File: src/rtl/core/ecgdc_pkg.sv
// Shared constants, register codes and the low-pass coefficient ROM for the ECG filter.
package ecgdc_pkg;

  localparam int TAP_COUNT_DEF = 161;
  localparam int ROM_TAPS      = 161;

  localparam logic [15:0] POLE_RESET   = 16'd65012;
  localparam logic        INVERT_RESET = 1'b1;

  // Register codes, decoded from paddr[2]
  localparam logic REG_DC_POLE = 1'b0;
  localparam logic REG_INVERT  = 1'b1;

  localparam logic signed [15:0] LP_ROM [ROM_TAPS] = '{
    16'sd24, 16'sd38, 16'sd43, 16'sd38, 16'sd23, 16'sd0, -16'sd24, -16'sd46, -16'sd58, -16'sd57,
    -16'sd39, -16'sd8, 16'sd29, 16'sd66, 16'sd92, 16'sd96, 16'sd75, 16'sd29, -16'sd31, -16'sd94,
    -16'sd141, -16'sd157, -16'sd133, -16'sd68, 16'sd25, 16'sd127, 16'sd209, 16'sd247,
    16'sd224, 16'sd137, 16'sd0, -16'sd155, -16'sd291, -16'sd366, -16'sd354, -16'sd244,
    -16'sd55, 16'sd173, 16'sd385, 16'sd521, 16'sd535, 16'sd408, 16'sd157, -16'sd165,
    -16'sd484, -16'sd712, -16'sd778, -16'sd646, -16'sd326, 16'sd118, 16'sd585, 16'sd953,
    16'sd1112, 16'sd997, 16'sd603, 16'sd0, -16'sd677, -16'sd1261, -16'sd1585, -16'sd1529,
    -16'sd1059, -16'sd240, 16'sd758, 16'sd1702, 16'sd2334, 16'sd2437, 16'sd1900, 16'sd750,
    -16'sd819, -16'sd2483, -16'sd3824, -16'sd4418, -16'sd3922, -16'sd2153, 16'sd859,
    16'sd4856, 16'sd9374, 16'sd13820, 16'sd17568, 16'sd20070, 16'sd20948, 16'sd20070,
    16'sd17568, 16'sd13820, 16'sd9374, 16'sd4856, 16'sd859, -16'sd2153, -16'sd3922,
    -16'sd4418, -16'sd3824, -16'sd2483, -16'sd819, 16'sd750, 16'sd1900, 16'sd2437,
    16'sd2334, 16'sd1702, 16'sd758, -16'sd240, -16'sd1059, -16'sd1529, -16'sd1585,
    -16'sd1261, -16'sd677, 16'sd0, 16'sd603, 16'sd997, 16'sd1112, 16'sd953, 16'sd585,
    16'sd118, -16'sd326, -16'sd646, -16'sd778, -16'sd712, -16'sd484, -16'sd165, 16'sd157,
    16'sd408, 16'sd535, 16'sd521, 16'sd385, 16'sd173, -16'sd55, -16'sd244, -16'sd354,
    -16'sd366, -16'sd291, -16'sd155, 16'sd0, 16'sd137, 16'sd224, 16'sd247, 16'sd209,
    16'sd127, 16'sd25, -16'sd68, -16'sd133, -16'sd157, -16'sd141, -16'sd94, -16'sd31,
    16'sd29, 16'sd75, 16'sd96, 16'sd92, 16'sd66, 16'sd29, -16'sd8, -16'sd39, -16'sd57,
    -16'sd58, -16'sd46, -16'sd24, 16'sd0, 16'sd23, 16'sd38, 16'sd43, 16'sd38, 16'sd24
  };

  // Taps past the end of the ROM weigh zero
  function automatic logic signed [15:0] coef_at(input logic [7:0] idx);
    logic signed [15:0] c;
    c = 16'sd0;
    if (idx < 8'(ROM_TAPS)) c = LP_ROM[idx];
    return c;
  endfunction

endpackage

File: src/rtl/core/ecgdc_ram.sv
// Generic single-write, single-read RAM with registered read data.
module ecgdc_ram #(
  parameter int WIDTH = 14,
  parameter int DEPTH = 161,
  localparam int AW = (DEPTH > 1) ? $clog2(DEPTH) : 1
) (
  input  logic             clk,
  input  logic             we,
  input  logic [AW-1:0]    waddr,
  input  logic [WIDTH-1:0] wdata,
  input  logic [AW-1:0]    raddr,
  output logic [WIDTH-1:0] rdata
);

  logic [WIDTH-1:0] mem [DEPTH];

  always_ff @(posedge clk) begin
    if (we) mem[waddr] <= wdata;
    rdata <= mem[raddr];
  end

endmodule

File: src/rtl/core/ecg_dc_block_fir_lowpass.sv
// ECG DC blocker followed by a TAP_COUNT-tap low-pass FIR on one shared multiplier.
//
// Input channel: raw_sample with in_valid/in_stall; a transaction happens when
// in_valid is high and in_stall is low. Output channel: filtered_sample and
// dc_removed_sample with out_valid/out_stall, one result per input.
// Each sample takes one multiply for the DC blocker pole, then one multiply per
// tap on the same 18x17 multiplier, reading the history RAM one entry a cycle.
// The result passes the pole multiply, the history write, the tap walk and the
// drain of the tap pipeline before the finish step; a new sample is taken only after
// that step, set by the tap walk through the single multiplier and history RAM port.
// in_stall stays high while a sample is in work.
// The result sits in an output register; the block takes the next sample while
// it waits, and holds at the end of that next sample until out_stall drops.
// Reset (rst, synchronous) clears the DC blocker state, the history fill count
// and write pointer, and sets dc_pole to 65012 and invert_output to 1. History
// entries not yet written since reset read as zero through the fill count.
// APB registers: dc_pole at 0x0, invert_output at 0x4; pready is always high.
module ecg_dc_block_fir_lowpass import ecgdc_pkg::*; #(
  parameter int TAP_COUNT = TAP_COUNT_DEF
) (
  input  logic               clk,
  input  logic               rst,
  input  logic               in_valid,
  output logic               in_stall,
  input  logic signed [15:0] raw_sample,
  output logic               out_valid,
  input  logic               out_stall,
  output logic signed [31:0] filtered_sample,
  output logic signed [13:0] dc_removed_sample,
  input  logic               psel,
  input  logic               penable,
  input  logic               pwrite,
  input  logic [2:0]         paddr,
  input  logic [31:0]        pwdata,
  output logic [31:0]        prdata,
  output logic               pready
);

  localparam int IDX_W = (TAP_COUNT > 1) ? $clog2(TAP_COUNT) : 1;
  localparam int FIL_W = $clog2(TAP_COUNT + 1);
  localparam int ACC_W = 40;

  localparam logic [2:0] S_IDLE   = 3'd0;
  localparam logic [2:0] S_POLE   = 3'd1;
  localparam logic [2:0] S_DCY    = 3'd2;
  localparam logic [2:0] S_TAP    = 3'd3;
  localparam logic [2:0] S_DRAIN  = 3'd4;
  localparam logic [2:0] S_FINISH = 3'd5;

  logic [2:0]  state, state_next;
  logic [15:0] dc_pole;
  logic        invert_output;

  logic signed [15:0] x_reg, prev_raw, prev_y;
  logic [IDX_W-1:0]   wr_idx, rd_idx, tap_cnt, tap1;
  logic [FIL_W-1:0]   fill;
  logic               v1, v2;
  logic signed [34:0] prod;
  logic signed [ACC_W-1:0] acc;

  logic signed [17:0] mul_a;
  logic signed [16:0] mul_b;
  logic signed [34:0] mul_out;
  logic [16:0]        prev_mag;
  logic signed [16:0] scaled;
  logic signed [18:0] y_wide;
  logic signed [15:0] y_sat;
  logic [13:0]        ram_q;
  logic               ram_we;
  logic               tap_ok;
  logic signed [31:0] sum_sat, result;
  logic               load_out, in_take;
  logic               cfg_wr;

  // Configuration port
  assign pready = 1'b1;
  assign cfg_wr = psel && penable && pwrite && pready;

  always_ff @(posedge clk) begin
    if (rst) begin
      dc_pole       <= POLE_RESET;
      invert_output <= INVERT_RESET;
    end else if (cfg_wr) begin
      unique case (paddr[2])
        REG_DC_POLE: dc_pole       <= pwdata[15:0];
        REG_INVERT:  invert_output <= pwdata[0];
        default: ;
      endcase
    end
  end

  always_comb begin
    unique case (paddr[2])
      REG_DC_POLE: prdata = {16'd0, dc_pole};
      REG_INVERT:  prdata = {31'd0, invert_output};
      default:     prdata = 32'd0;
    endcase
  end

  // Shared multiplier: pole product first, then one tap per cycle
  assign prev_mag = prev_y[15] ? 17'(-17'(prev_y)) : 17'(prev_y);
  assign tap_ok   = FIL_W'(tap1) < fill;

  always_comb begin
    if (state == S_POLE) begin
      mul_a = $signed({1'b0, prev_mag});
      mul_b = $signed({1'b0, dc_pole});
    end else begin
      mul_a = 18'(coef_at(8'(tap1)));
      mul_b = tap_ok ? 17'($signed(ram_q)) : 17'sd0;
    end
  end

  assign mul_out = mul_a * mul_b;

  // DC blocker: truncate the pole product toward zero, then saturate
  assign scaled = prev_y[15] ? -$signed({1'b0, prod[31:16]}) : $signed({1'b0, prod[31:16]});
  assign y_wide = 19'(x_reg) - 19'(prev_raw) + 19'(scaled);

  always_comb begin
    if (y_wide > 19'sd32767)       y_sat = 16'sh7fff;
    else if (y_wide < -19'sd32768) y_sat = 16'sh8000;
    else                           y_sat = y_wide[15:0];
  end

  assign ram_we = (state == S_DCY);

  ecgdc_ram #(
    .WIDTH (14),
    .DEPTH (TAP_COUNT)
  ) u_hist (
    .clk   (clk),
    .we    (ram_we),
    .waddr (wr_idx),
    .wdata (y_sat[15:2]),
    .raddr (rd_idx),
    .rdata (ram_q)
  );

  // Saturate the sum to 32 bits, then, when invert_output is set, negate with saturation
  always_comb begin
    if (acc > ACC_W'(64'sd2147483647))       sum_sat = 32'sh7fffffff;
    else if (acc < ACC_W'(-64'sd2147483648)) sum_sat = 32'sh80000000;
    else                                     sum_sat = acc[31:0];
    if (!invert_output)               result = sum_sat;
    else if (sum_sat == 32'sh80000000) result = 32'sh7fffffff;
    else                              result = -sum_sat;
  end

  assign in_stall = (state != S_IDLE);
  assign in_take  = in_valid && !in_stall;
  assign load_out = (state == S_FINISH) && (!out_valid || !out_stall);

  always_comb begin
    state_next = state;
    unique case (state)
      S_IDLE:   if (in_take) state_next = S_POLE;
      S_POLE:   state_next = S_DCY;
      S_DCY:    state_next = S_TAP;
      S_TAP:    if (tap_cnt == IDX_W'(TAP_COUNT - 1)) state_next = S_DRAIN;
      S_DRAIN:  if (!v1 && !v2) state_next = S_FINISH;
      S_FINISH: if (load_out) state_next = S_IDLE;
      default:  state_next = S_IDLE;
    endcase
  end

  always_ff @(posedge clk) begin
    if (rst) begin
      state    <= S_IDLE;
      prev_raw <= 16'sd0;
      prev_y   <= 16'sd0;
      wr_idx   <= '0;
      fill     <= '0;
      v1       <= 1'b0;
      v2       <= 1'b0;
    end else begin
      state <= state_next;
      v1    <= (state == S_TAP);
      v2    <= v1;
      if (state == S_DCY) begin
        prev_raw <= x_reg;
        prev_y   <= y_sat;
        wr_idx   <= (wr_idx == IDX_W'(TAP_COUNT - 1)) ? '0 : wr_idx + 1'b1;
        if (fill != FIL_W'(TAP_COUNT)) fill <= fill + 1'b1;
      end
    end
  end

  // Datapath registers
  always_ff @(posedge clk) begin
    if (in_take) x_reg <= raw_sample;
    if (state == S_POLE || v1) prod <= mul_out;
    tap1 <= tap_cnt;
    if (state == S_DCY) begin
      rd_idx  <= wr_idx;
      tap_cnt <= '0;
      acc     <= '0;
    end else begin
      if (state == S_TAP) begin
        // walk back from the newest sample
        rd_idx  <= (rd_idx == '0) ? IDX_W'(TAP_COUNT - 1) : rd_idx - 1'b1;
        tap_cnt <= tap_cnt + 1'b1;
      end
      if (v2) acc <= acc + ACC_W'(prod);
    end
  end

  // Output register
  always_ff @(posedge clk) begin
    if (rst) begin
      out_valid <= 1'b0;
    end else begin
      out_valid <= load_out || (out_valid && out_stall);
    end
  end

  always_ff @(posedge clk) begin
    if (load_out) begin
      filtered_sample   <= result;
      dc_removed_sample <= prev_y[15:2];
    end
  end

`ifndef SYNTHESIS
  a_fill_bound: assert property (@(posedge clk) disable iff (rst)
    fill <= FIL_W'(TAP_COUNT))
    else $error("history fill count exceeds tap count");

  a_wr_bound: assert property (@(posedge clk) disable iff (rst)
    wr_idx <= IDX_W'(TAP_COUNT - 1))
    else $error("history write pointer out of range");

  a_pipe_idle: assert property (@(posedge clk) disable iff (rst)
    state == S_IDLE |-> !v1 && !v2)
    else $error("tap pipeline busy while idle");

  a_take_pole: assert property (@(posedge clk) disable iff (rst)
    in_take |=> state == S_POLE)
    else $error("input transaction did not start the pole multiply");

  a_out_src: assert property (@(posedge clk) disable iff (rst)
    $rose(out_valid) |-> $past(state) == S_FINISH)
    else $error("result presented outside the finish step");
`endif

endmodule
File: config.mk
export PLATFORM = sky130hd
export DESIGN_NAME = ecg_dc_block_fir_lowpass
export DESIGN_NICKNAME = d
export VERILOG_FILES = /design/src/rtl/core/ecgdc_pkg.sv /design/src/rtl/core/ecgdc_ram.sv /design/src/rtl/core/ecg_dc_block_fir_lowpass.sv
export SDC_FILE = /design/constraint.sdc
export NUM_CORES = 2
export LEC_CHECK = 0
export BUFFER_PORTS_ARGS = -buffer_cell sky130_fd_sc_hd__buf_2
export CELL_PAD_IN_SITES_DETAIL_PLACEMENT = 1
export CELL_PAD_IN_SITES_GLOBAL_PLACEMENT = 2
export CORE_ASPECT_RATIO = 1.1
export CORE_UTILIZATION = 48
export DETAILED_ROUTE_END_ITERATION = 8
export HOLD_SLACK_MARGIN = 0.08
export PLACE_DENSITY = 0.81
export SLEW_MARGIN = 30
export SYNTH_ARGS = -nofsm -noshare
export SYNTH_HDL_FRONTEND = slang
export SYNTH_HIERARCHICAL = 1
export SYNTH_SLANG_ARGS = --single-unit
File: constraint.sdc
create_clock -name clk -period 14.45 [get_ports clk]
set_input_delay 0.7225 -clock clk [delete_from_list [all_inputs] [get_ports clk]]
set_output_delay 0.7225 -clock clk [all_outputs]
set_load 0.02 [all_outputs]
Yosys cells after proc, flatten, opt, wreduce, memory -nomap -nowiden
Memory sizes are Yosys's and may differ from the RTL's. A register that Yosys moved wholly into a read port is not among the register bits.
Cells that the tools add are included.
{"block": "totals", "regBits": 232, "latchBits": 0, "ramBits": 2254, "rom_bits": 4096, "in_bits": 58, "output_inout_bits": 81, "wordCells": 101, "n_memories": 2}
{"name": "(name not given)", "depth": 256, "word_bits": 16, "rd": 1, "rd_ports_with_merged_regs": 0, "write_ports": 0, "line": "ecgdc_pkg.sv:41", "rtl": "if (idx < 8'(ROM_TAPS)) c = LP_ROM[idx];"}
{"name": "u_hist.mem", "depth": 161, "word_bits": 14, "rd": 1, "rd_ports_with_merged_regs": 1, "write_ports": 1, "line": "ecgdc_ram.sv:15", "rtl": "logic [WIDTH-1:0] mem [DEPTH];"}
{"block": "classes", "add_sub_neg": 10, "n_mul": 1, "n_div": 0, "n_lt_le_gt_ge": 7, "n_eq_ne": 13, "shift": 0, "muxes": 26, "bitwise_logic": 2, "reduce_logical": 22}
{"cell": "$mux 32", "count": 4}
{"cell": "$mux 16", "count": 5}
{"cell": "$mux 17", "count": 4}
{"cell": "$pmux 32 s2", "count": 1}
{"cell": "$add 40x35->40", "count": 1}
{"cell": "$gt 40x32->1 const B", "count": 1}
{"cell": "$lt 40x32->1 const B", "count": 1}
{"cell": "$mul 18x17->35", "count": 1}
{"cell": "$neg 16->17", "count": 2}
{"cell": "$eq 32x32->1 const B", "count": 1}
{"cell": "$mux 8", "count": 4}
{"cell": "$neg 32->32", "count": 1}
{"cell": "$add 8x1->8 const B", "count": 3}
{"cell": "$add 17x17->18", "count": 1}
{"cell": "$gt 18x16->1 const B", "count": 1}
{"cell": "$lt 18x16->1 const B", "count": 1}
{"cell": "$mux 18", "count": 1}
{"cell": "$pmux 3 s6", "count": 1}
{"cell": "$sub 16x16->17", "count": 1}
{"cell": "$eq 8x8->1 const B", "count": 2}
{"cell": "$mux 3", "count": 4}
{"cell": "$ge 9x9->1 const B", "count": 1}
{"cell": "$not 8->9", "count": 1}
{"cell": "$logic_not 8->1", "count": 1}
{"cell": "other kinds (18)", "count": 37}

Logic depth before layout (Yosys ltp)
{"block": "logic_depth", "ltp_word": 7, "mapped_depth": 38, "ltp_nobuf": 33}

Hierarchy
Netlist, hierarchy kept.
{"mod": "ecgdc_ram", "n_inst": 1, "cells_each": 4102, "area_per_inst_um2": 87523.9, "seq_area_each_um2": 67965.2}
{"mod": "ecg_dc_block_fir_lowpass", "n_inst": 1, "cells_each": 3405, "area_per_inst_um2": 28867.7, "seq_area_each_um2": 5695.5}

Worst setup path after synthesis
No wires, ideal clock.
{"block": "synth_path", "path_kind": "register to register", "startpoint": "register prev_y[15]", "endpoint": "memory u_hist.mem[0][0] (data pin)", "setup_time_ns": 0.850, "arrival_time_ns": 10.536, "t_required_ns": 13.600, "setup_slack_ns": 3.063, "path_stages_with_launch": 18, "n_path_buf": 4, "period_less_slack_ns": 11.387, "cell_sequence": "dfxtp_1 clkbuf_1 clkbuf_1 clkbuf_1 o41ai_1 xnor2_1 fa_1 ha_1 and3_1 o2111a_1 a211o_2 and3_4 o22ai_2 xnor2_1 o41ai_4 buf_6 nand2_4 nand2_1"}
{"block": "synth_between", "elab_chain_cells": 5, "elab_cells_between_ends": 6, "classes_between": "add/sub: 1; order compare: 2; mux: 3"}
{"element": "start, declared", "line": "ecg_dc_block_fir_lowpass.sv:54", "rtl": "logic signed [15:0] x_reg, prev_raw, prev_y;"}
{"element": "start signal, assigned", "line": "ecg_dc_block_fir_lowpass.sv:182", "rtl": "prev_y <= y_sat;"}
{"element": "$mux 17 *", "line": "ecg_dc_block_fir_lowpass.sv:117", "rtl": "assign scaled = prev_y[15] ? -$signed({1'b0, prod[31:16]}) : $signed({1'b0, prod[31:16]});"}
{"element": "$add 17x17->18 *", "line": "ecg_dc_block_fir_lowpass.sv:118", "rtl": "assign y_wide = 19'(x_reg) - 19'(prev_raw) + 19'(scaled);"}
{"element": "$lt 18x16->1", "line": "ecg_dc_block_fir_lowpass.sv:122", "rtl": "else if (y_wide < -19'sd32768) y_sat = 16'sh8000;"}
{"element": "$mux 16", "line": "ecg_dc_block_fir_lowpass.sv:122"}
{"element": "$mux 16 *", "line": "ecg_dc_block_fir_lowpass.sv:121", "rtl": "if (y_wide > 19'sd32767) y_sat = 16'sh7fff;"}
{"element": "named net y_sat[2]", "line": "ecg_dc_block_fir_lowpass.sv:67", "rtl": "logic signed [15:0] y_sat;"}
{"element": "end, declared", "line": "ecgdc_ram.sv:15"}
Mark *: on every way through the listed nets, which the timed path passes. The rest lies on a longest branch.

Worst setup path after layout
{"block": "layout_path", "startpoint": "register tap1[1]", "endpoint": "register prod[31] (data pin)"}
{"block": "layout_between", "elab_chain_cells": 7, "elab_cells_between_ends": 11, "classes_between": "mul: 1; order compare: 2; mux: 6; bitwise: 1; memory: 1"}
{"element": "start, declared", "line": "ecg_dc_block_fir_lowpass.sv:55", "rtl": "logic [IDX_W-1:0] wr_idx, rd_idx, tap_cnt, tap1;"}
{"element": "start signal, assigned", "line": "ecg_dc_block_fir_lowpass.sv:193", "rtl": "tap1 <= tap_cnt;"}
{"element": "$not 8->9 (implied by the code)", "line": "ecgdc_pkg.sv:41"}
{"element": "$mem_v2 256x16"}
{"element": "$mux 16 (implied by the code) (2 in series)", "line": "ecgdc_pkg.sv:41"}
{"element": "$mux 16", "line": "ecgdc_pkg.sv:41"}
{"element": "$mux 18", "line": "ecg_dc_block_fir_lowpass.sv:105", "rtl": "if (state == S_POLE) begin"}
{"element": "$mul 18x17->35 *", "line": "ecg_dc_block_fir_lowpass.sv:114", "rtl": "assign mul_out = mul_a * mul_b;"}
{"element": "named net mul_out[31]", "line": "ecg_dc_block_fir_lowpass.sv:63", "rtl": "logic signed [34:0] mul_out;"}
{"element": "end signal, assigned", "line": "ecg_dc_block_fir_lowpass.sv:192", "rtl": "if (state == S_POLE || v1) prod <= mul_out;"}
{"element": "end, declared", "line": "ecg_dc_block_fir_lowpass.sv:58", "rtl": "logic signed [34:0] prod;"}
Mark *: on every way through the listed nets, which the timed path passes. The rest lies on a longest branch. The select of a mux whose other input is x is not followed.
A chain may end at the register's enable or synchronous reset.

==> metrics <==
Synth async-reset ratio=0%; internal reg-to-reg setup slack=~3.7 ns; post-cts gate resize count=0; count of input and output buffers=103; number of flops mapped to enable cells by yosys=2,359; final hold viol count=0; highest-delay cell along the critical path=o41ai_1; fraction of the yosys area taken by sequential cells=63.3%; ports placed on the boundary=approximately 140; total global routing track utilization=27.8%; width of the chip=roughly 470 um; buffers plus inverters on the worst setup path=5; flip-flop count of the largest register after layout=2,254; unrepaired setup endpoints after global routing=no; register bit total from synthesis=2,500; number of different library cells in the post-synthesis netlist=105; area of the mapped netlist=between 0.1 and 0.15 mm2; initial antenna violation count=10; drt pass-1 iters=7; register with the highest flop count=u_hist/mem; Finish-stage setup viols=0; cell chosen for the clock root=clkbuf_16; result of the run=complete, no violations; cell count of the worst hold path=3; Worst setup SP type=flop; crit end category=flop; wirelength, routed=340 mm; launch instance of the worst min-delay path=out_stall; global-route wire length before repair=498 mm; clock tree sinks=2,500; top post-synthesis cells by area=edfxtp_1, mux4_2, fa_1; routed via count=around 69,000; synthesized instance count=7,507; worst endpoint data arrival time=11.43 ns; commonest cells in the netlist=edfxtp_1, nor2_1, mux4_2; die boundary height=518 um; maximum buffer depth of the clock tree=4; area of the core region=0.241 mm2; RR Startpoint=tap1[1]; data required time of the critical path=15.09 ns; slowest cell delay on critical path=0.87 ns; CP delay by family, top=adder cells; Total Nets Final=8,341; cell type with the highest occurrence count on the critical path=fa_1; FF-to-FF path depth=31; violation count after the first detailed-routing iteration=6,963; CTS tree=built; global-route layer with the greatest usage=met2; Hold Path Class=in -> reg; average detailed-routed wire length per instance=just over 30 um; met3 track demand over resource in global routing=3.70%; final critical delay including setup and external delays=about 11 ns; met2 track utilization from global routing=a little under half; clock edge transition at the registers on the reported setup and hold paths=0.05 ns; post-detailed-placement half-perimeter wirelength=221 mm; Avg Synthesized Cell Area=15.5 um2; Period Utilization, post-route=74.7%; predominant post-synthesis flop cell=edfxtp_1; RD Place Congestion=0.900; max_cap viols=0; final global-route overflow total=0; initial core utilization=48.3%; M1 GR Usage=35.6%; detailed-route DRC error count=0; Final Skew=0.107 ns; leading registers by flop count=u_hist/mem (2254), acc (40), prod (35); slew at the pin with the worst max-slew slack=1.18 ns; via count of the first global-routing pass=72,651; most common cell in the synthesized netlist=edfxtp_1; critical register-to-register path endpoint=prod[31]; YS warnings=6; area of the die=approximately 0.24 mm2; ratio of cells with drive above 1 in the final layout=17.1%; top-area cell type share of the netlist area=60.9%; maximum number of pins on one net before global-route repair=between 100 and 150; crit path kind=reg -> reg; worst-skew pair later-pin latency=around 0.97 ns; Max Freq=0.0926 GHz; layout filler cell count=22,440; number of placement rows=189; signed area change from the synthesized netlist to the final layout=11.6%; endpoint of the worst hold path=out_valid; count of nets left with antenna violations after detail routing=0; post-DR vias/cell=6.21; Clock H-tree levels=5; Fin Setup TNS=0 ns; total count of max-transition violations in the final report=0; highest net fanout along the worst path=30; worst relative slew slack=approximately a fifth; total clock buffers created by CTS=274; largest area contributor in the synthesized netlist=edfxtp_1
[final cells by class]
type                       instances  area [um2]  share of cell area, %
timing repair buffer             398        3060                   2.36
antenna                            4        10.0                0.00771
tap                             3151        3940                   3.04
clock inverter                   128        1050                  0.807
inverter                         450        1690                   1.30
clock buffer                     332        7290                   5.61
sequential                      2500       73700                   56.7
multi-input combinational       4154       39100                   30.1
[metal layers]
metal / share of wire, % / vias up
li1: - / 29226
met1: 39 / 36407
met2: 50 / 2715
met3: 6.2 / 636
met4: 4.8 / 2
met5: 0.0038 / -
[cell families after synthesis]
group / after synthesis / synth area share [%]
AO/OA/AOI/OAI: 1229 / 7.16
XOR/XNOR: 136 / 1.02
adder cells (fa/ha/maj): 505 / 7.55
buffers and inverters: 868 / 3.52
flip-flops: 2500 / 63.3
multiplexers: 741 / 11.3
other: 2 / 0.00645
AND/OR/NAND/NOR: 1526 / 6.14
[repair_timing]
item                                   CTS  global route
setup endpoints to repair                0             0
endpoints found under the hold margin   33             0
buffers inserted                         0             0
hold buffers                            32             0
[worst register-to-register path, delay by kind of cell, from the launching register on]
family / cells / cell delay, ns
mux: 2 / 0.30
flops: 1 / 0.29
buf+inv: 5 / 1.13
compound gates: 9 / 2.94
fa+ha+maj: 8 / 4.40
xor+xnor: 1 / 0.13
simple gates: 6 / 1.37
[worst max-delay path by stage]
stage / startpoint / to / depth (start not counted)
3_5_place_dp: tap1[1] / prod[31] / 31
4_1_cts: tap1[1] / prod[31] / 31
5_1_grt: tap1[1] / prod[33] / 30
3_3_place_gp: tap1[1] / prod[31] / 31
2_1_floorplan: prev_y[15] / u_hist/mem[0][0] / 17
6_report: tap1[1] / prod[31] / 31
[per-stage QoR]
step	area [um2]	setup slack (ns)	instances	util (%)	hold slack, ns
floorplan	116000	3.06	7522	-	0.363
global placement	121000	3.92	10611	50.1	0.385
detailed placement	121000	3.71	10612	50.2	0.388
CTS	130000	3.69	11104	53.7	0.222
global route	130000	3.15	11116	53.9	0.340
finish	130000	3.66	11117	53.9	0.333
[placed cells by master (no fill, tap or decap), types with 25 or more instances in the layout]
cell type      Yosys  final
dfxtp_1          141    137
o22ai_1          107    107
o221ai_1          80     80
and2_1            52     51
nand4_1           36     36
dlygate4sd3_1      0     32
o21ai_0          192    189
a21oi_1          289    282
clkbuf_1         205     47
a211oi_1          63     59
a211o_1           25     25
nand2b_1          80     78
a21o_1            61     54
buf_4             46    239
or2_2             50     50
mux2i_1          276    276
nand2_1          366    361
a22oi_1           44     44
nand3_1           80     79
xor2_1            39     39
nor3_1            87     86
ha_1             176    176
fa_1             329    329
a31oi_1           30     30
a221oi_1          28     28
xnor2_1           97     96
clkbuf_16          0    283
nor2b_1           77     76
mux4_2           458    458
o21ai_1           24     25
edfxtp_1        2359   2359
buf_2             80    103
o31ai_1           30     30
inv_1            445    443
clkinv_2           0     36
o21a_1            34     34
nor2_1           570    542
clkinv_1           3     59
Power is left out: the tool's default activity adds up to more than one toggle a clock period on the data nets, which glitch-free logic cannot reach.
